===== config.mk =====
export PLATFORM = sky130hd
export DESIGN_NAME = band_up_down_compressor
export DESIGN_NICKNAME = d
export VERILOG_FILES = /design/src/sv/bud_pkg.sv /design/src/sv/bud_regs.sv /design/src/sv/bud_mul.sv /design/src/sv/bud_div.sv /design/src/sv/bud_core.sv /design/src/sv/band_up_down_compressor.sv
export SDC_FILE = /design/constraint.sdc
export NUM_CORES = 2
export LEC_CHECK = 0
export BUFFER_PORTS_ARGS = -buffer_cell sky130_fd_sc_hd__buf_4
export CORE_ASPECT_RATIO = 1.1
export CORE_MARGIN = 3
export CORE_UTILIZATION = 30
export CTS_CLUSTER_SIZE = 40
export DETAILED_ROUTE_END_ITERATION = 12
export GPL_TIMING_DRIVEN = 0
export SETUP_SLACK_MARGIN = 0.4
export SYNTH_ARGS = -nofsm -noshare
export SYNTH_HDL_FRONTEND = slang
export SYNTH_SLANG_ARGS = --single-unit

===== constraint.sdc =====
create_clock -name aclk -period 35.4 [get_ports aclk]
set_input_delay 3.54 -clock aclk [delete_from_list [all_inputs] [get_ports aclk]]
set_output_delay 3.54 -clock aclk [all_outputs]
set_load 0.02 [all_outputs]

===== src/sv/bud_pkg.sv =====
`default_nettype none
package bud_pkg;

    localparam int SAMPLE_BITS_DEF   = 16;
    localparam int ENVELOPE_BITS_DEF = 24;

    localparam int COEF_W  = 16;
    localparam int THR_W   = 15;
    localparam int DEPTH_W = 16;
    localparam int FRAC_W  = 16;   // internal gain is Q.16
    localparam int GAIN_W  = 20;   // holds up to 10.0 in Q.16
    localparam int GOUT_W  = 16;   // gain_applied, Q4.12
    localparam int EXC_W   = 36;   // clamped boost excess
    localparam int ADDR_W  = 5;
    localparam int DATA_W  = 32;

    localparam logic [COEF_W-1:0]  ATTACK_RST  = 16'd4;
    localparam logic [COEF_W-1:0]  RELEASE_RST = 16'd0;
    localparam logic [THR_W-1:0]   UP_RST      = 15'd8192;
    localparam logic [THR_W-1:0]   DOWN_RST    = 15'd13107;
    localparam logic [DEPTH_W-1:0] DEPTH_RST   = 16'd0;
    localparam logic [DEPTH_W-1:0] DEPTH_ONE   = 16'd32768;

    localparam logic [GAIN_W-1:0] GAIN_ONE   = 20'd65536;
    localparam logic [GAIN_W-1:0] GAIN_CAP   = 20'd655360;
    localparam logic [GAIN_W-1:0] GAIN_FLOOR = 20'd6553;
    localparam logic [GOUT_W-1:0] GOUT_MIN   = 16'd409;
    localparam logic [GOUT_W-1:0] GOUT_MAX   = 16'd40960;

    // any excess at or above this saturates the gain whenever depth is nonzero
    localparam logic [EXC_W-1:0] EXC_CLAMP = 36'h8_0000_0000;

    localparam longint unsigned FLOOR_DIV = 100000;

    typedef enum logic [2:0] {
        REG_ATTACK,
        REG_RELEASE,
        REG_UP,
        REG_DOWN,
        REG_DEPTH
    } bud_reg_t;

    typedef struct packed {
        logic [COEF_W-1:0]  attack_coefficient;
        logic [COEF_W-1:0]  release_coefficient;
        logic [THR_W-1:0]   up_threshold;
        logic [THR_W-1:0]   down_threshold;
        logic [DEPTH_W-1:0] depth_amount;
    } bud_cfg_t;

    typedef struct packed {
        logic busy;
        logic done;
    } bud_div_stat_t;

    typedef enum logic [3:0] {
        ST_IDLE,
        ST_ENV,
        ST_ENV_UPD,
        ST_UP_CHK,
        ST_UP_DIV,
        ST_UP_GAIN,
        ST_DN_CHK,
        ST_DN_DIV,
        ST_DN_CUT,
        ST_DN_GAIN,
        ST_OUT_MUL,
        ST_OUT
    } bud_state_t;

    function automatic int mul_a_w(int sb, int eb);
        int w;
        w = EXC_W;
        if (eb > w) w = eb;
        if (sb > w) w = sb;
        return w;
    endfunction

    // threshold in envelope format, shifted up by the Q.16 fraction
    function automatic int div_n_w(int eb);
        return eb + FRAC_W - 1;
    endfunction

endpackage
`default_nettype wire


===== src/sv/bud_regs.sv =====
`default_nettype none
module bud_regs (
    input  wire logic                        aclk,
    input  wire logic                        aresetn,
    input  wire logic                        psel,
    input  wire logic                        penable,
    input  wire logic                        pwrite,
    input  wire logic [bud_pkg::ADDR_W-1:0]  paddr,
    input  wire logic [bud_pkg::DATA_W-1:0]  pwdata,
    output logic      [bud_pkg::DATA_W-1:0]  prdata,
    output logic                             pready,
    output bud_pkg::bud_cfg_t                cfg
);

    bud_pkg::bud_cfg_t cfg_reg, cfg_next;
    bud_pkg::bud_reg_t sel;
    logic              wr_en;

    assign sel    = bud_pkg::bud_reg_t'(paddr[4:2]);
    assign wr_en  = psel && penable && pwrite;
    assign pready = 1'b1;
    assign cfg    = cfg_reg;

    always_comb begin
        cfg_next = cfg_reg;
        if (wr_en) begin
            case (sel)
                bud_pkg::REG_ATTACK:  cfg_next.attack_coefficient  = pwdata[15:0];
                bud_pkg::REG_RELEASE: cfg_next.release_coefficient = pwdata[15:0];
                bud_pkg::REG_UP:      cfg_next.up_threshold        = pwdata[14:0];
                bud_pkg::REG_DOWN:    cfg_next.down_threshold      = pwdata[14:0];
                bud_pkg::REG_DEPTH:   cfg_next.depth_amount        = pwdata[15:0];
                default: ;
            endcase
        end
    end

    always_comb begin
        case (sel)
            bud_pkg::REG_ATTACK:  prdata = 32'(cfg_reg.attack_coefficient);
            bud_pkg::REG_RELEASE: prdata = 32'(cfg_reg.release_coefficient);
            bud_pkg::REG_UP:      prdata = 32'(cfg_reg.up_threshold);
            bud_pkg::REG_DOWN:    prdata = 32'(cfg_reg.down_threshold);
            bud_pkg::REG_DEPTH:   prdata = 32'(cfg_reg.depth_amount);
            default:              prdata = '0;
        endcase
    end

    always_ff @(posedge aclk) begin
        if (!aresetn) begin
            cfg_reg.attack_coefficient  <= bud_pkg::ATTACK_RST;
            cfg_reg.release_coefficient <= bud_pkg::RELEASE_RST;
            cfg_reg.up_threshold        <= bud_pkg::UP_RST;
            cfg_reg.down_threshold      <= bud_pkg::DOWN_RST;
            cfg_reg.depth_amount        <= bud_pkg::DEPTH_RST;
        end else begin
            cfg_reg <= cfg_next;
        end
    end

endmodule
`default_nettype wire


===== src/sv/bud_mul.sv =====
`default_nettype none
module bud_mul #(
    parameter int A_W = 36,
    parameter int B_W = 20
) (
    input  wire logic                 aclk,
    input  wire logic [A_W-1:0]       a,
    input  wire logic [B_W-1:0]       b,
    output logic      [A_W+B_W-1:0]   prod
);

    logic [A_W+B_W-1:0] prod_reg, prod_next;

    assign prod_next = (A_W+B_W)'(a) * (A_W+B_W)'(b);
    assign prod      = prod_reg;

    always_ff @(posedge aclk) begin
        prod_reg <= prod_next;
    end

endmodule
`default_nettype wire


===== src/sv/bud_div.sv =====
`default_nettype none
// restoring divider, one quotient bit per cycle
module bud_div #(
    parameter int N_W = 39,
    parameter int D_W = 24
) (
    input  wire logic                  aclk,
    input  wire logic                  aresetn,
    input  wire logic                  start,
    input  wire logic [N_W-1:0]        dividend,
    input  wire logic [D_W-1:0]        divisor,
    output logic      [N_W-1:0]        quotient,
    output bud_pkg::bud_div_stat_t     stat
);

    localparam int CNT_W = $clog2(N_W + 1);

    logic [D_W-1:0]   rem_reg, rem_next;
    logic [N_W-1:0]   quo_reg, quo_next;
    logic [D_W-1:0]   dvs_reg, dvs_next;
    logic [CNT_W-1:0] cnt_reg, cnt_next;
    logic             busy_reg, busy_next;
    logic             done_reg, done_next;
    logic [D_W:0]     trial;
    logic [D_W:0]     trial_sub;
    logic             fits;

    assign trial     = {rem_reg, quo_reg[N_W-1]};
    assign trial_sub = trial - {1'b0, dvs_reg};
    assign fits      = trial >= {1'b0, dvs_reg};

    always_comb begin
        rem_next  = rem_reg;
        quo_next  = quo_reg;
        dvs_next  = dvs_reg;
        cnt_next  = cnt_reg;
        busy_next = busy_reg;
        done_next = 1'b0;
        if (start) begin
            rem_next  = '0;
            quo_next  = dividend;
            dvs_next  = divisor;
            cnt_next  = CNT_W'(N_W);
            busy_next = 1'b1;
        end else if (busy_reg) begin
            rem_next = fits ? trial_sub[D_W-1:0] : trial[D_W-1:0];
            quo_next = {quo_reg[N_W-2:0], fits};
            cnt_next = cnt_reg - 1'b1;
            if (cnt_reg == CNT_W'(1)) begin
                busy_next = 1'b0;
                done_next = 1'b1;
            end
        end
    end

    always_ff @(posedge aclk) begin
        if (!aresetn) begin
            cnt_reg  <= '0;
            busy_reg <= 1'b0;
            done_reg <= 1'b0;
        end else begin
            cnt_reg  <= cnt_next;
            busy_reg <= busy_next;
            done_reg <= done_next;
        end
        rem_reg <= rem_next;
        quo_reg <= quo_next;
        dvs_reg <= dvs_next;
    end

    assign quotient  = quo_reg;
    assign stat.busy = busy_reg;
    assign stat.done = done_reg;

endmodule
`default_nettype wire


===== src/sv/bud_core.sv =====
`default_nettype none
module bud_core #(
    parameter int SAMPLE_BITS   = bud_pkg::SAMPLE_BITS_DEF,
    parameter int ENVELOPE_BITS = bud_pkg::ENVELOPE_BITS_DEF,
    parameter int MUL_A_W       = bud_pkg::mul_a_w(SAMPLE_BITS, ENVELOPE_BITS),
    parameter int DIV_N_W       = bud_pkg::div_n_w(ENVELOPE_BITS)
) (
    input  wire logic                                 aclk,
    input  wire logic                                 aresetn,
    input  bud_pkg::bud_cfg_t                         cfg,
    input  wire logic                                 in_valid,
    output logic                                      in_ready,
    input  wire logic [SAMPLE_BITS-1:0]               in_sample,
    output logic                                      out_valid,
    input  wire logic                                 out_ready,
    output logic      [SAMPLE_BITS-1:0]               out_sample,
    output logic      [bud_pkg::GOUT_W-1:0]           out_gain,
    output logic      [MUL_A_W-1:0]                   mul_a,
    output logic      [bud_pkg::GAIN_W-1:0]           mul_b,
    input  wire logic [MUL_A_W+bud_pkg::GAIN_W-1:0]   mul_p,
    output logic                                      div_start,
    output logic      [DIV_N_W-1:0]                   div_dividend,
    output logic      [ENVELOPE_BITS-1:0]             div_divisor,
    input  wire logic [DIV_N_W-1:0]                   div_quotient,
    input  bud_pkg::bud_div_stat_t                    div_stat
);

    localparam int SB    = SAMPLE_BITS;
    localparam int EB    = ENVELOPE_BITS;
    localparam int GW    = bud_pkg::GAIN_W;
    localparam int P_W   = MUL_A_W + GW;
    localparam int AB_W  = SB + EB;
    localparam int SH_L  = (EB >= SB) ? EB - SB : 0;
    localparam int SH_R  = (EB >= SB) ? 0 : SB - EB;
    localparam int QX_W  = (DIV_N_W > bud_pkg::EXC_W) ? DIV_N_W : bud_pkg::EXC_W;
    localparam int R_W   = bud_pkg::FRAC_W + 1;
    localparam logic [EB-1:0] FLOOR_ENV =
        EB'((64'd1 << (EB - 1)) / bud_pkg::FLOOR_DIV);
    localparam logic [R_W-1:0] ONE_R = R_W'(bud_pkg::GAIN_ONE);

    bud_pkg::bud_state_t state_reg, state_next;

    logic [SB-1:0]     sample_reg, sample_next;
    logic [EB-1:0]     env_reg, env_next;
    logic              rise_reg, rise_next;
    logic [GW-1:0]     gain_reg, gain_next;
    logic              oval_reg, oval_next;
    logic [SB-1:0]     osmp_reg, osmp_next;
    logic [bud_pkg::GOUT_W-1:0] ogain_reg, ogain_next;

    logic                    neg;
    logic [SB-1:0]           mag;
    logic [AB_W-1:0]         mag_ext;
    logic [EB-1:0]           absq;
    logic [EB-1:0]           diff;
    logic [EB-1:0]           step;
    logic [bud_pkg::DEPTH_W-1:0] depth;
    logic [EB-1:0]           up_env;
    logic [EB-1:0]           dn_env;
    logic [QX_W-1:0]         excess;
    logic [QX_W-1:0]         excess_c;
    logic [P_W-1:0]          boost;
    logic [R_W-1:0]          span;
    logic [R_W-1:0]          cut;
    logic [R_W-1:0]          factor;
    logic [P_W-1:0]          scaled;
    logic [P_W-1:0]          rnd;
    logic [P_W-1:0]          lim;
    logic [P_W-1:0]          sat;
    logic [SB-1:0]           sat_sb;
    logic [SB-1:0]           res;

    assign neg     = sample_reg[SB-1];
    assign mag     = neg ? (~sample_reg + 1'b1) : sample_reg;
    assign mag_ext = (AB_W'(mag) << SH_L) >> SH_R;
    assign absq    = mag_ext[EB-1:0];
    assign diff    = (absq > env_reg) ? (absq - env_reg) : (env_reg - absq);
    assign step    = EB'(mul_p >> bud_pkg::FRAC_W);
    assign depth   = (cfg.depth_amount > bud_pkg::DEPTH_ONE) ? bud_pkg::DEPTH_ONE
                                                             : cfg.depth_amount;
    assign up_env  = EB'(cfg.up_threshold) << (EB - bud_pkg::FRAC_W);
    assign dn_env  = EB'(cfg.down_threshold) << (EB - bud_pkg::FRAC_W);

    assign excess   = QX_W'(div_quotient) - QX_W'(bud_pkg::GAIN_ONE);
    assign excess_c = (excess > QX_W'(bud_pkg::EXC_CLAMP)) ? QX_W'(bud_pkg::EXC_CLAMP)
                                                           : excess;
    assign boost    = mul_p >> (bud_pkg::FRAC_W - 1);
    // down ratio stays below one, so the low bits of the quotient hold it whole
    assign span     = ONE_R - div_quotient[R_W-1:0];
    assign cut      = R_W'(mul_p >> (bud_pkg::FRAC_W - 1));
    assign factor   = ONE_R - cut;
    assign scaled   = mul_p >> bud_pkg::FRAC_W;

    assign rnd    = (mul_p + P_W'(32768)) >> bud_pkg::FRAC_W;
    assign lim    = neg ? (P_W'(1) << (SB - 1)) : ((P_W'(1) << (SB - 1)) - 1'b1);
    assign sat    = (rnd > lim) ? lim : rnd;
    assign sat_sb = sat[SB-1:0];
    assign res    = neg ? (~sat_sb + 1'b1) : sat_sb;

    always_comb begin
        state_next   = state_reg;
        sample_next  = sample_reg;
        env_next     = env_reg;
        rise_next    = rise_reg;
        gain_next    = gain_reg;
        oval_next    = oval_reg && !out_ready;
        osmp_next    = osmp_reg;
        ogain_next   = ogain_reg;
        mul_a        = '0;
        mul_b        = '0;
        div_start    = 1'b0;
        div_dividend = '0;
        div_divisor  = env_reg;
        in_ready     = (state_reg == bud_pkg::ST_IDLE);

        case (state_reg)
            bud_pkg::ST_IDLE: begin
                if (in_valid) begin
                    sample_next = in_sample;
                    state_next  = bud_pkg::ST_ENV;
                end
            end
            bud_pkg::ST_ENV: begin
                mul_a      = MUL_A_W'(diff);
                mul_b      = (absq > env_reg) ? GW'(cfg.attack_coefficient)
                                              : GW'(cfg.release_coefficient);
                rise_next  = absq > env_reg;
                state_next = bud_pkg::ST_ENV_UPD;
            end
            bud_pkg::ST_ENV_UPD: begin
                env_next   = rise_reg ? (env_reg + step) : (env_reg - step);
                state_next = bud_pkg::ST_UP_CHK;
            end
            bud_pkg::ST_UP_CHK: begin
                gain_next = bud_pkg::GAIN_ONE;
                if (env_reg < up_env && env_reg > FLOOR_ENV) begin
                    div_start    = 1'b1;
                    div_dividend = DIV_N_W'(up_env) << bud_pkg::FRAC_W;
                    state_next   = bud_pkg::ST_UP_DIV;
                end else begin
                    state_next = bud_pkg::ST_DN_CHK;
                end
            end
            bud_pkg::ST_UP_DIV: begin
                if (div_stat.done) begin
                    mul_a      = MUL_A_W'(excess_c);
                    mul_b      = GW'(depth);
                    state_next = bud_pkg::ST_UP_GAIN;
                end
            end
            bud_pkg::ST_UP_GAIN: begin
                if (boost > P_W'(bud_pkg::GAIN_CAP - bud_pkg::GAIN_ONE))
                    gain_next = bud_pkg::GAIN_CAP;
                else
                    gain_next = bud_pkg::GAIN_ONE + GW'(boost);
                state_next = bud_pkg::ST_DN_CHK;
            end
            bud_pkg::ST_DN_CHK: begin
                if (env_reg > dn_env) begin
                    div_start    = 1'b1;
                    div_dividend = DIV_N_W'(dn_env) << bud_pkg::FRAC_W;
                    state_next   = bud_pkg::ST_DN_DIV;
                end else begin
                    state_next = bud_pkg::ST_OUT_MUL;
                end
            end
            bud_pkg::ST_DN_DIV: begin
                if (div_stat.done) begin
                    mul_a      = MUL_A_W'(span);
                    mul_b      = GW'(depth);
                    state_next = bud_pkg::ST_DN_CUT;
                end
            end
            bud_pkg::ST_DN_CUT: begin
                mul_a      = MUL_A_W'(gain_reg);
                mul_b      = GW'(factor);
                state_next = bud_pkg::ST_DN_GAIN;
            end
            bud_pkg::ST_DN_GAIN: begin
                if (scaled < P_W'(bud_pkg::GAIN_FLOOR))
                    gain_next = bud_pkg::GAIN_FLOOR;
                else
                    gain_next = GW'(scaled);
                state_next = bud_pkg::ST_OUT_MUL;
            end
            bud_pkg::ST_OUT_MUL: begin
                mul_a      = MUL_A_W'(mag);
                mul_b      = gain_reg;
                state_next = bud_pkg::ST_OUT;
            end
            bud_pkg::ST_OUT: begin
                // keep the product in place while waiting
                mul_a = MUL_A_W'(mag);
                mul_b = gain_reg;
                // hold here while the previous result is still pending
                if (!oval_reg || out_ready) begin
                    oval_next  = 1'b1;
                    osmp_next  = res;
                    ogain_next = bud_pkg::GOUT_W'(gain_reg >> 4);
                    state_next = bud_pkg::ST_IDLE;
                end
            end
            default: state_next = bud_pkg::ST_IDLE;
        endcase
    end

    always_ff @(posedge aclk) begin
        if (!aresetn) begin
            state_reg <= bud_pkg::ST_IDLE;
            env_reg   <= '0;
            oval_reg  <= 1'b0;
        end else begin
            state_reg <= state_next;
            env_reg   <= env_next;
            oval_reg  <= oval_next;
        end
        sample_reg <= sample_next;
        rise_reg   <= rise_next;
        gain_reg   <= gain_next;
        osmp_reg   <= osmp_next;
        ogain_reg  <= ogain_next;
    end

    assign out_valid  = oval_reg;
    assign out_sample = osmp_reg;
    assign out_gain   = ogain_reg;

endmodule
`default_nettype wire


===== src/sv/band_up_down_compressor.sv =====
`default_nettype none
// Channel   Direction  Handshake            Payload
// s_axis    in         s_tvalid / s_tready  s_tdata: sample_in
// m_axis    out        m_tvalid / m_tready  m_tdata: sample_out, gain_applied
// apb       in         psel/penable/pready  five config registers at 4*i
//
// A new sample is taken only in the idle state, after the previous one has
// been processed; samples in the boost or cut range also wait on the divider,
// which gives one quotient bit per cycle and is shared by both gain paths.
// Reset (aresetn low, synchronous) loads register defaults and clears the envelope.
// A pending result that is not taken holds the last step until m_tready.
module band_up_down_compressor #(
    parameter int SAMPLE_BITS   = bud_pkg::SAMPLE_BITS_DEF,
    parameter int ENVELOPE_BITS = bud_pkg::ENVELOPE_BITS_DEF
) (
    input  wire logic                                  aclk,
    input  wire logic                                  aresetn,
    input  wire logic                                  s_tvalid,
    output logic                                       s_tready,
    // [SAMPLE_BITS-1:0] sample_in
    input  wire logic [((SAMPLE_BITS+7)/8)*8-1:0]      s_tdata,
    output logic                                       m_tvalid,
    input  wire logic                                  m_tready,
    // [SAMPLE_BITS-1:0] sample_out, [SAMPLE_BITS+15:SAMPLE_BITS] gain_applied
    output logic      [((SAMPLE_BITS+23)/8)*8-1:0]     m_tdata,
    input  wire logic                                  psel,
    input  wire logic                                  penable,
    input  wire logic                                  pwrite,
    input  wire logic [bud_pkg::ADDR_W-1:0]            paddr,
    input  wire logic [bud_pkg::DATA_W-1:0]            pwdata,
    output logic      [bud_pkg::DATA_W-1:0]            prdata,
    output logic                                       pready
);

    localparam int MUL_A_W = bud_pkg::mul_a_w(SAMPLE_BITS, ENVELOPE_BITS);
    localparam int DIV_N_W = bud_pkg::div_n_w(ENVELOPE_BITS);
    localparam int GW      = bud_pkg::GAIN_W;
    localparam int OUT_TW  = ((SAMPLE_BITS + 23) / 8) * 8;

    bud_pkg::bud_cfg_t      cfg;
    bud_pkg::bud_div_stat_t div_stat;

    logic [MUL_A_W-1:0]       mul_a;
    logic [GW-1:0]            mul_b;
    logic [MUL_A_W+GW-1:0]    mul_p;
    logic                     div_start;
    logic [DIV_N_W-1:0]       div_dividend;
    logic [ENVELOPE_BITS-1:0] div_divisor;
    logic [DIV_N_W-1:0]       div_quotient;
    logic [SAMPLE_BITS-1:0]   out_sample;
    logic [bud_pkg::GOUT_W-1:0] out_gain;

    bud_regs u_regs (
        .aclk    (aclk),
        .aresetn (aresetn),
        .psel    (psel),
        .penable (penable),
        .pwrite  (pwrite),
        .paddr   (paddr),
        .pwdata  (pwdata),
        .prdata  (prdata),
        .pready  (pready),
        .cfg     (cfg)
    );

    bud_mul #(
        .A_W (MUL_A_W),
        .B_W (GW)
    ) u_mul (
        .aclk (aclk),
        .a    (mul_a),
        .b    (mul_b),
        .prod (mul_p)
    );

    bud_div #(
        .N_W (DIV_N_W),
        .D_W (ENVELOPE_BITS)
    ) u_div (
        .aclk     (aclk),
        .aresetn  (aresetn),
        .start    (div_start),
        .dividend (div_dividend),
        .divisor  (div_divisor),
        .quotient (div_quotient),
        .stat     (div_stat)
    );

    bud_core #(
        .SAMPLE_BITS   (SAMPLE_BITS),
        .ENVELOPE_BITS (ENVELOPE_BITS),
        .MUL_A_W       (MUL_A_W),
        .DIV_N_W       (DIV_N_W)
    ) u_core (
        .aclk         (aclk),
        .aresetn      (aresetn),
        .cfg          (cfg),
        .in_valid     (s_tvalid),
        .in_ready     (s_tready),
        .in_sample    (s_tdata[SAMPLE_BITS-1:0]),
        .out_valid    (m_tvalid),
        .out_ready    (m_tready),
        .out_sample   (out_sample),
        .out_gain     (out_gain),
        .mul_a        (mul_a),
        .mul_b        (mul_b),
        .mul_p        (mul_p),
        .div_start    (div_start),
        .div_dividend (div_dividend),
        .div_divisor  (div_divisor),
        .div_quotient (div_quotient),
        .div_stat     (div_stat)
    );

    assign m_tdata = OUT_TW'({out_gain, out_sample});

    // gain leaving the block stays between the cut floor and the boost cap
    a_gain_range: assert property (@(posedge aclk) disable iff (!aresetn)
        m_tvalid |-> (m_tdata[SAMPLE_BITS+15:SAMPLE_BITS] >= bud_pkg::GOUT_MIN) &&
                     (m_tdata[SAMPLE_BITS+15:SAMPLE_BITS] <= bud_pkg::GOUT_MAX))
        else $error("gain_applied out of range");

    a_busy_after_transfer: assert property (@(posedge aclk) disable iff (!aresetn)
        (s_tvalid && s_tready) |=> !s_tready)
        else $error("input taken while an item is in progress");

    a_div_starts: assert property (@(posedge aclk) disable iff (!aresetn)
        div_start |=> (div_stat.busy && !div_stat.done))
        else $error("divider did not start");

endmodule
`default_nettype wire


==> flow_summary.ini <==
[run_status]
status = complete, no violations

[global_routing]
grt_pass1_wl_um = 242100
gr-total-overflow = 0
grt_util_all_layers_pct = 21.61
grt_antenna_before_repair = 8
grt_start_max_net_pins = 40
grt_pass1_vias = 37810

[die]
dieArea_um2 = 148300
die_y_um = 403.6
ios = 127
start_util_pct = 30.27
die_w_um = 367.4
num_rows = 145
coreArea_um2 = 142400

[power_and_ir_drop]
p_int_mw = 1.017
max-vdd-ir-drop_uv = 34.75
clkPwrFrac_pct = 22.6
seq_power_share_pct = 26.3
power_switching_mw = 0.8579
switching_share_pct = 45.75
p_per_area_nw_per_um2 = 38.97
combinationalPowerShare_pct = 51.2
p_leak_nw = 21.98

[sta]
rsz0062_at_grt = no
maxSlewHeadroom_pct = 3.104
worstMarginPinSlew_ps = 1447
hold_ws_ps = 486.1
fin_setup_tns_ps = 0
max_freq_mhz = 66.29
fin_crit_sh_pct = 42.62
hold_viol_final = 0
finalCriticalPeriod_ps = 15090
slew_viol_final = 0
setup_viol = 0
fin_skew_ps = 34.21

[critical_path]
crit_type = flip-flop to flip-flop
worst_r2r_path_depth = 42
cp_max_fo = 16
cp_common_cell = fa_1
path_buf_inv = 9
r2r_setup_slack_ps = 20310
cp.required_ps = 35860
cp.arrival_ps = 15540
worst_setup_path_start_kind = flip-flop
slowest_delay_ps = 1190
worst_r2r_endpoint = u_mul.prod[53]
path_delay_family = adder cells
crit_slowest_cell = nor4_1
endpoint_kind = flip-flop
rr_startpoint = u_core.sample_reg[15]

[clock_tree]
clockBufferDepth = 3
cts_hold_buf = 0
clkLatencyLatePin_ps = 590
path_clk_slew_ps = 60
cts_max_level = 2
clock_sinks = 312
cts_setup_buffers = 0
cts_resized = 0
cts_root_buffer = clkbuf_16
cts_buffers = 38
cts_tree = yes

[finish]
final_cell_area_um2 = 48120
area_growth_pct = 11.62
final_nets = 6268
drive_gt1_share_pct = 5.162
largest_reg_flops = 78
final_cells = 7243
fin_util_pct = 33.79
multi_input_area_um2 = 31870
fillers = 14960
seq_area_um2 = 7567

[route]
drt-initial-drc-count = 3561
drt_wl_total_um = 161700
highest_layer = met5
wirelength_met1_um = 65340
vias = 37660
route.met2.wl_um = 72460
antenna_left = 0
avgViaCountPerCell = 5.199
firstDrtPassIters = 7
detail_route.wl_per_cell_um = 22.32
wl_met3_um = 13200
route.detailed.drc = 0

[worst_hold_path]
hp-class = flip-flop to flip-flop
holdPathStages = 2
whs_endpoint = u_regs.cfg[59]
hp-start = u_regs.cfg[59]

[job]
cap_violations = 0

[placed_design]
io_buffers = 89
dpl_cell_area_um2 = 46740
routabilityCongestion = 1.016
dp_cells = 7167
dp_hpwl_um = 132200

[logic_synthesis]
ys_seq_elements = 312
ys_seq_area_share_pct = 17.55
mappedNetlistArea_um2 = 43110
synthCells = 5060
ys.flop_type = dfxtp_1
synthArstFlopShare_pct = 0
synth_edf_count = 132
yosysWarnings = 0
yosysUniqueCellTypes = 101
avgSynthCellArea_um2 = 8.519
-- how the worst max path moves through the flow --
stage                               start              to  slack (ps)  cells after the start
floorplan            u_core.sample_reg[6]  u_mul.prod[50]       24010                     49
global route        u_core.sample_reg[15]  u_mul.prod[53]       19520                     45
detailed placement  u_core.sample_reg[15]  u_mul.prod[53]       20730                     45
global placement    u_core.sample_reg[15]  u_mul.prod[53]       20420                     44
finish              u_core.sample_reg[15]  u_mul.prod[53]       20310                     42
CTS                 u_core.sample_reg[15]  u_mul.prod[53]       20640                     45
-- cells in the final DEF, fill, tap and decap left out, types with 28 or more instances in the layout --
| cell type | Yosys | routed |
|---|---|---|
| edfxtp_1 | 132 | 132 |
| buf_4 | 18 | 110 |
| o21ai_0 | 157 | 157 |
| xor2_1 | 89 | 89 |
| nand4_1 | 44 | 44 |
| dfxtp_1 | 180 | 180 |
| a21oi_1 | 200 | 200 |
| a22oi_1 | 42 | 42 |
| a21boi_0 | 91 | 91 |
| xnor2_1 | 104 | 104 |
| nand2b_1 | 34 | 34 |
| nand2_1 | 766 | 766 |
| fa_1 | 610 | 610 |
| inv_1 | 800 | 800 |
| a21o_1 | 74 | 74 |
| nor2b_1 | 39 | 39 |
| clkbuf_16 | 0 | 45 |
| and3_1 | 29 | 29 |
| nand3_1 | 71 | 71 |
| a211oi_1 | 32 | 28 |
| nor3_1 | 85 | 84 |
| and2_1 | 102 | 102 |
| nor4_1 | 35 | 35 |
| conb_1 | 2 | 93 |
| nor2_1 | 401 | 401 |
| mux2i_1 | 44 | 44 |
| ha_1 | 301 | 301 |
| clkbuf_1 | 208 | 212 |
-- tightest hold or removal path, delay by kind of cell (launching register included) --
kind | cells | cell delay (ps)
flip-flops | 1 | 320
AO/OA/AOI/OAI | 1 | 60
AND/OR/NAND/NOR | 1 | 50
-- Yosys cell counts (12+ instances only) --
cell type	count	area (um2)
a211o_1	12	105.1
nand4_1	44	275.3
nand3_1	71	355.3
xor2_1	89	779.5
buf_1	12	45.04
a21boi_0	91	683.2
buf_2	19	95.09
nand2_1	766	2875
and3_1	29	181.4
o211ai_1	23	172.7
dfxtp_1	180	3603
buf_4	18	135.1
o31ai_1	14	105.1
nor2_1	401	1505
nor2b_1	39	244.0
inv_1	800	3003
o21ai_0	157	785.8
and2_1	102	638.1
edfxtp_1	132	3964
xnor2_1	104	910.9
mux2i_1	44	440.4
nand2b_1	34	212.7
o21a_1	24	180.2
a21o_1	74	555.5
clkbuf_1	208	780.8
nor4_1	35	219.0
a21oi_1	200	1001
ha_1	301	3766
a22oi_1	42	315.3
nor3_1	85	425.4
a22o_1	12	105.1
a31oi_1	17	106.4
fa_1	610	12210
o22ai_1	23	143.9
or3_1	26	162.7
a211oi_1	32	240.2
-- layout make-up --
cell class | count | share of cell area [%]
clock inverter | 19 | 0.4030
tap | 1911 | 4.969
antenna | 5 | 0.02600
buffer | 257 | 2.197
clock buffer | 51 | 2.408
sequential | 312 | 15.73
multi-input combinational | 3780 | 66.24
inverter | 802 | 6.256
timing repair buffer | 106 | 1.776
-- per-layer routing --
layer | GRT usage (%) | vias to the layer above
met2 | 34.40 | 1647
met1 | 27.69 | 18820
met4 | 11.97 | 2
met3 | 3.974 | 427
met5 | 0 | -
li1 | - | 16760
-- power groups by stage --
| stage | Clock [mW] | Combinational, mW | Sequential (mW) |
|---|---|---|---|
| after global routing | 0.444 | 1.05 | 0.498 |
| after detailed placement | 0 | 0.928 | 0.499 |
| after global placement | 0 | 0.915 | 0.498 |
| after floorplan | 0 | 0.653 | 0.470 |
| final | 0.423 | 0.959 | 0.493 |
| after CTS | 0.431 | 0.935 | 0.491 |
-- stage by stage --
stage | power, mW | setup slack, ps
2_1_floorplan | 1.123 | 24010
3_3_place_gp | 1.413 | 20420
3_5_place_dp | 1.427 | 20730
4_1_cts | 1.858 | 20640
5_1_grt | 1.991 | 19520
6_report | 1.875 | 20310
-- logic make-up (layout without fill, tap and decap cells) --
family / Yosys count / count (layout) / synth area share (%)
mux: 48 / 48 / 1.126
buf+inv: 1059 / 1235 / 9.433
other cells: 2 / 98 / 0.01742
fa+ha+maj: 911 / 911 / 37.07
compound gates: 851 / 851 / 13.35
flops: 312 / 312 / 17.55
xor+xnor: 193 / 193 / 3.921
simple gates: 1684 / 1684 / 17.53
No activity file was read; power rests on OpenSTA's default activity.
